===== config.mk =====
export PLATFORM = sky130hd
export DESIGN_NAME = fba_ctrl
export DESIGN_NICKNAME = d
export VERILOG_FILES = /design/src/hdl/assert_macros.svh /design/src/hdl/fba_pkg.sv /design/src/hdl/fba_ctrl.sv
export SDC_FILE = /design/constraint.sdc
export NUM_CORES = 1
export LEC_CHECK = 0
export BUFFER_PORTS_ARGS = -buffer_cell sky130_fd_sc_hd__buf_2
export CAP_MARGIN = 10
export CORE_AREA = 3 3 40 42
export DETAILED_ROUTE_END_ITERATION = 6
export DIE_AREA = 0 0 43 45
export SLEW_MARGIN = 20
export SYNTH_ARGS = -nofsm -noshare
export SYNTH_HDL_FRONTEND = slang
export SYNTH_SLANG_ARGS = --single-unit
export TNS_END_PERCENT = 5

===== constraint.sdc =====
create_clock -name clk -period 3.18 [get_ports clk]
set_input_delay 0.318 -clock clk [delete_from_list [all_inputs] [get_ports clk]]
set_output_delay 0.318 -clock clk [all_outputs]
set_load 0.02 [all_outputs]

===== src/hdl/assert_macros.svh =====
// Assertion helpers used by the RTL.
`ifndef ASSERT_MACROS_SVH
`define ASSERT_MACROS_SVH

// Same-cycle implication, disabled while reset is asserted.
`define ASSERT_IMPL(label, clk, rst_n, ante, cons) \
  label: assert property (@(posedge clk) disable iff (!rst_n) (ante) |-> (cons)) \
    else $error("assertion failed");

// Next-cycle implication, disabled while reset is asserted.
`define ASSERT_NEXT(label, clk, rst_n, ante, cons) \
  label: assert property (@(posedge clk) disable iff (!rst_n) (ante) |=> (cons)) \
    else $error("assertion failed");

`endif


===== src/hdl/fba_pkg.sv =====
package fba_pkg;

  // Map geometry
  localparam int MAP_WORDS      = 128;
  localparam int WORD_W         = 32;
  localparam int WIDX_W         = $clog2(MAP_WORDS);
  localparam int BIT_W          = $clog2(WORD_W);
  localparam int EDGE_W         = BIT_W + 1;
  localparam int FRAME_W        = WIDX_W + BIT_W;
  localparam int FRAME_CAPACITY = MAP_WORDS * WORD_W;

  // Field widths
  localparam int PAGE_SHIFT = 12;
  localparam int ADDR_W     = 32;
  localparam int OUT_ADDR_W = 24;
  localparam int COUNT_W    = 13;
  localparam int OP_W       = 2;
  localparam int CFG_IDX_W  = 2;

  // Request opcodes
  localparam logic [OP_W-1:0] OP_ALLOC   = 2'd0;
  localparam logic [OP_W-1:0] OP_FREE    = 2'd1;
  localparam logic [OP_W-1:0] OP_REBUILD = 2'd2;
  localparam logic [OP_W-1:0] OP_NOP     = 2'd3;

  // Configuration register indexes
  localparam logic [CFG_IDX_W-1:0] REG_FRAME_COUNT = 2'd0;
  localparam logic [CFG_IDX_W-1:0] REG_RESERVED    = 2'd1;

  // Controller to datapath commands
  typedef struct packed {
    logic accept;
    logic scan;
    logic rebuild;
    logic free_rd;
    logic free_wr;
    logic load_out;
  } fba_cmd_t;

  // Datapath to controller status
  typedef struct packed {
    logic scan_done;
    logic rebuild_done;
    logic out_free;
  } fba_sts_t;

endpackage


===== src/hdl/fba_ctrl.sv =====
module fba_ctrl import fba_pkg::*; (
  input  logic            clk,
  input  logic            rst_n,
  input  logic            in_valid,
  output logic            in_ready,
  input  logic [OP_W-1:0] in_op,
  input  fba_sts_t        sts,
  output fba_cmd_t        cmd
);

  typedef enum logic [5:0] {
    S_IDLE    = 6'b000001,
    S_SCAN    = 6'b000010,
    S_REBUILD = 6'b000100,
    S_FREE_RD = 6'b001000,
    S_FREE_WR = 6'b010000,
    S_RESP    = 6'b100000
  } state_t;

  state_t state_r, state_nxt;

  assign in_ready = (state_r == S_IDLE);

  // Next state and commands
  always_comb begin
    state_nxt = state_r;
    cmd       = '0;
    case (state_r)
      S_IDLE: begin
        if (in_valid) begin
          cmd.accept = 1'b1;
          case (in_op)
            OP_ALLOC:   state_nxt = S_SCAN;
            OP_FREE:    state_nxt = S_FREE_RD;
            OP_REBUILD: state_nxt = S_REBUILD;
            default:    state_nxt = S_RESP;
          endcase
        end
      end
      S_SCAN: begin
        cmd.scan = 1'b1;
        if (sts.scan_done) state_nxt = S_RESP;
      end
      S_REBUILD: begin
        cmd.rebuild = 1'b1;
        if (sts.rebuild_done) state_nxt = S_RESP;
      end
      S_FREE_RD: begin
        cmd.free_rd = 1'b1;
        state_nxt   = S_FREE_WR;
      end
      S_FREE_WR: begin
        cmd.free_wr = 1'b1;
        state_nxt   = S_RESP;
      end
      S_RESP: begin
        if (sts.out_free) begin
          cmd.load_out = 1'b1;
          state_nxt    = S_IDLE;
        end
      end
      default: state_nxt = S_IDLE;
    endcase
  end

  always_ff @(posedge clk) begin
    if (!rst_n) begin
      state_r <= S_IDLE;
    end else begin
      state_r <= state_nxt;
    end
  end

endmodule


==> flow_summary.yaml <==
yosys:
  yosysWarnings: 0
  synth-edff-count: 0
  yosys-top-cells-count: "dfxtp_1, nor3_1, nor3b_1"
  synthesis.nets: 52
  synth_most_common_cell: "dfxtp_1"
  synth_top_cell_by_area: "dfxtp_1"
  ys_ff_latch: 6
  syn_area_sq_um: 374
  ys_types: 25
  synth_top_area_frac: 0.321
  synth-seq-area-share: 0.321
  synth.area.top_cells: "dfxtp_1, nor3b_1, nor3_1, or4b_4, a211oi_2"
  syn_avg_cell_area_sq_um: 8.50
  synth_ff_type: "dfxtp_1"
  syn_inst: 44
  ys_async_sr_fraction: 0
floorplan:
  die_w_um: 43
  core_area_sq_um: 1280
  fp.dieH_um: 45
  row_count: 13
  initial_core_util: 0.291
  ioPinCount: 15
  die_area_sq_um: 1940
sta:
  period_needed_ns: 2.06
  setup_tns_ns: 0
  worst_slack_ns: 1.12
  max_slew_margin: 0.786
  hold_violations: 0
  min_period_over_period: 0.647
  max_freq_mhz: 486
  skew_ns: 0.00286
  worst_slew_pin_slew_ns: 0.319
  rsz0062_at_grt: "no"
  setup_viol: 0
  drv_slew: 0
clock_tree:
  clk_latency_ns: 0.24
  cts_root_buf: "clkbuf_4"
  cts_repair_resize_count: 0
  cts_max_level: 1
  holdBufCountCts: 0
  post_cts.repair.setup_buffers: 0
  cts.sinks: 6
  clockBufferDepth: 2
  tritoncts: "built"
  cts_buffers: 3
  clkTransAtPathRegs_ns: 0.04
placed_design:
  dpl-instance-area_sq_um: 463
  gp_congestion: 0.782
  dp_cells: 73
  hpwl_um: 672
  place_ws_ns: 1.31
  port_buffers: 14
setup_path:
  end_kind: "primary output"
  crit_chain: "or4_1, nor3b_1, buf_2"
  cpPeakStageDelay_ns: 0.59
  cp-start-kind: "flip-flop"
  cp_max_fo: 8
  cp.required_ns: 2.86
  cpMaxStageDelayCell: "or4_1"
  crit_type: "reg2out"
  arrival_ns: 1.74
detailed_routing:
  avgRoutedWirePerCell_um: 11.5
  drt_first_pass_iters: 4
  routed_wl_um: 871
  ant_nets: 0
  via_per_inst: 5.17
  drc_errors: 0
  vias: 393
  drt_iter0_markers: 9
cells_and_area:
  fin_cells: 76
  regMostFlops: "state_r"
  area_growth_syn_to_layout_pct: 29.8
  antenna_cells: 0
  largest_reg_flops: 6
  nNetsFinal: 71
  drive_gt1_frac: 0.344
  final_util: 0.378
  final_area_sq_um: 485
  reg_top3: "state_r x6"
global_route:
  grt_overflow_total: 0
  grt_pass1_vias: 356
  grt_max_degree: 9
  grt_pass1_wl_um: 1530
  antenna_found_initial: 0
  grt_usage: 0.106
min_path:
  hold_class: "in2reg"
outcome:
  status: "finished clean"
power:
  p_leak_nw: 0.221
  ir_drop_mv: 0.164
  power_density_nw_per_um2: 488
run:
  cap_violations: 0
-- layout by cell type, fill, tap and decap left out, drive strengths merged, types with 2 or more instances in the layout --
master  count
nor3b       4
or4b        2
nor2b       2
inv         2
nand2       3
nand3       2
dfxtp       6
o21ai       2
buf        14
clkbuf      3
nor3        5
nand2b      2
or4         3
-- path summary, 6_finish.rpt --
| path | startpoint | to | slack, ns | depth (start not counted) |
|---|---|---|---|---|
| max | state_r[4]$_SDFFE_PN0P_ | cmd[2] | 1.12 | 3 |
| min | in_op[1] | state_r[3]$_SDFFE_PN0P_ | 0.28 | 2 |
| max reg2reg | state_r[2]$_SDFFE_PN0P_ | state_r[0]$_SDFFE_PN1P_ | 1.29 | 4 |
| min reg2reg | state_r[0]$_SDFFE_PN1P_ | state_r[0]$_SDFFE_PN1P_ | 0.68 | 3 |
-- where the power goes --
part / internal (W) / switching, W / leakage [nW]
registers: 0.0000822 / 0.00000907 / 0.0489
logic: 0.0000335 / 0.0000436 / 0.159
clock network: 0.0000426 / 0.0000262 / 0.0138
-- through the flow --
| step | hold WS, ns | power (W) |
|---|---|---|
| floorplan | 0.395 | 0.000146 |
| global placement | 0.527 | 0.000170 |
| detailed placement | 0.535 | 0.000169 |
| CTS | 0.266 | 0.000241 |
| global route | 0.292 | 0.000253 |
| finish | 0.278 | 0.000237 |
-- final cells by class --
| type | instances | area, sq um |
|---|---|---|
| well taps | 15 | 18.8 |
| inverters | 2 | 7.51 |
| fillers | 129 | 800 |
| flip-flops and latches | 6 | 120 |
| multi-input cells | 36 | 246 |
| clock buffers | 3 | 22.5 |
| repair buffers | 14 | 70.1 |
-- per-layer routing --
| metal | up-vias | routed length (um) | GRT usage |
|---|---|---|---|
| met3 | 3 | 63 | 0.0279 |
| met5 | - | 0 | 0 |
| met1 | 171 | 424 | 0.139 |
| met4 | 0 | 14 | 0.0723 |
| met2 | 16 | 369 | 0.150 |
| li1 | 203 | - | - |
-- worst max-delay path: cells and delay by family, from the launching register on --
family	cells	cell delay, ns
buffers and inverters	1	0.23
AND/OR/NAND/NOR	2	0.91
flip-flops	1	0.36
-- cell families after synthesis --
family	after synthesis	share of synthesized area
buffers and inverters	2	0.0201
AOI/OAI and AO/OA	8	0.167
DFF	6	0.321
xor gates and xnor gates	1	0.0234
and+or+nand+nor	27	0.468
No activity file was read; power rests on OpenSTA's default activity.
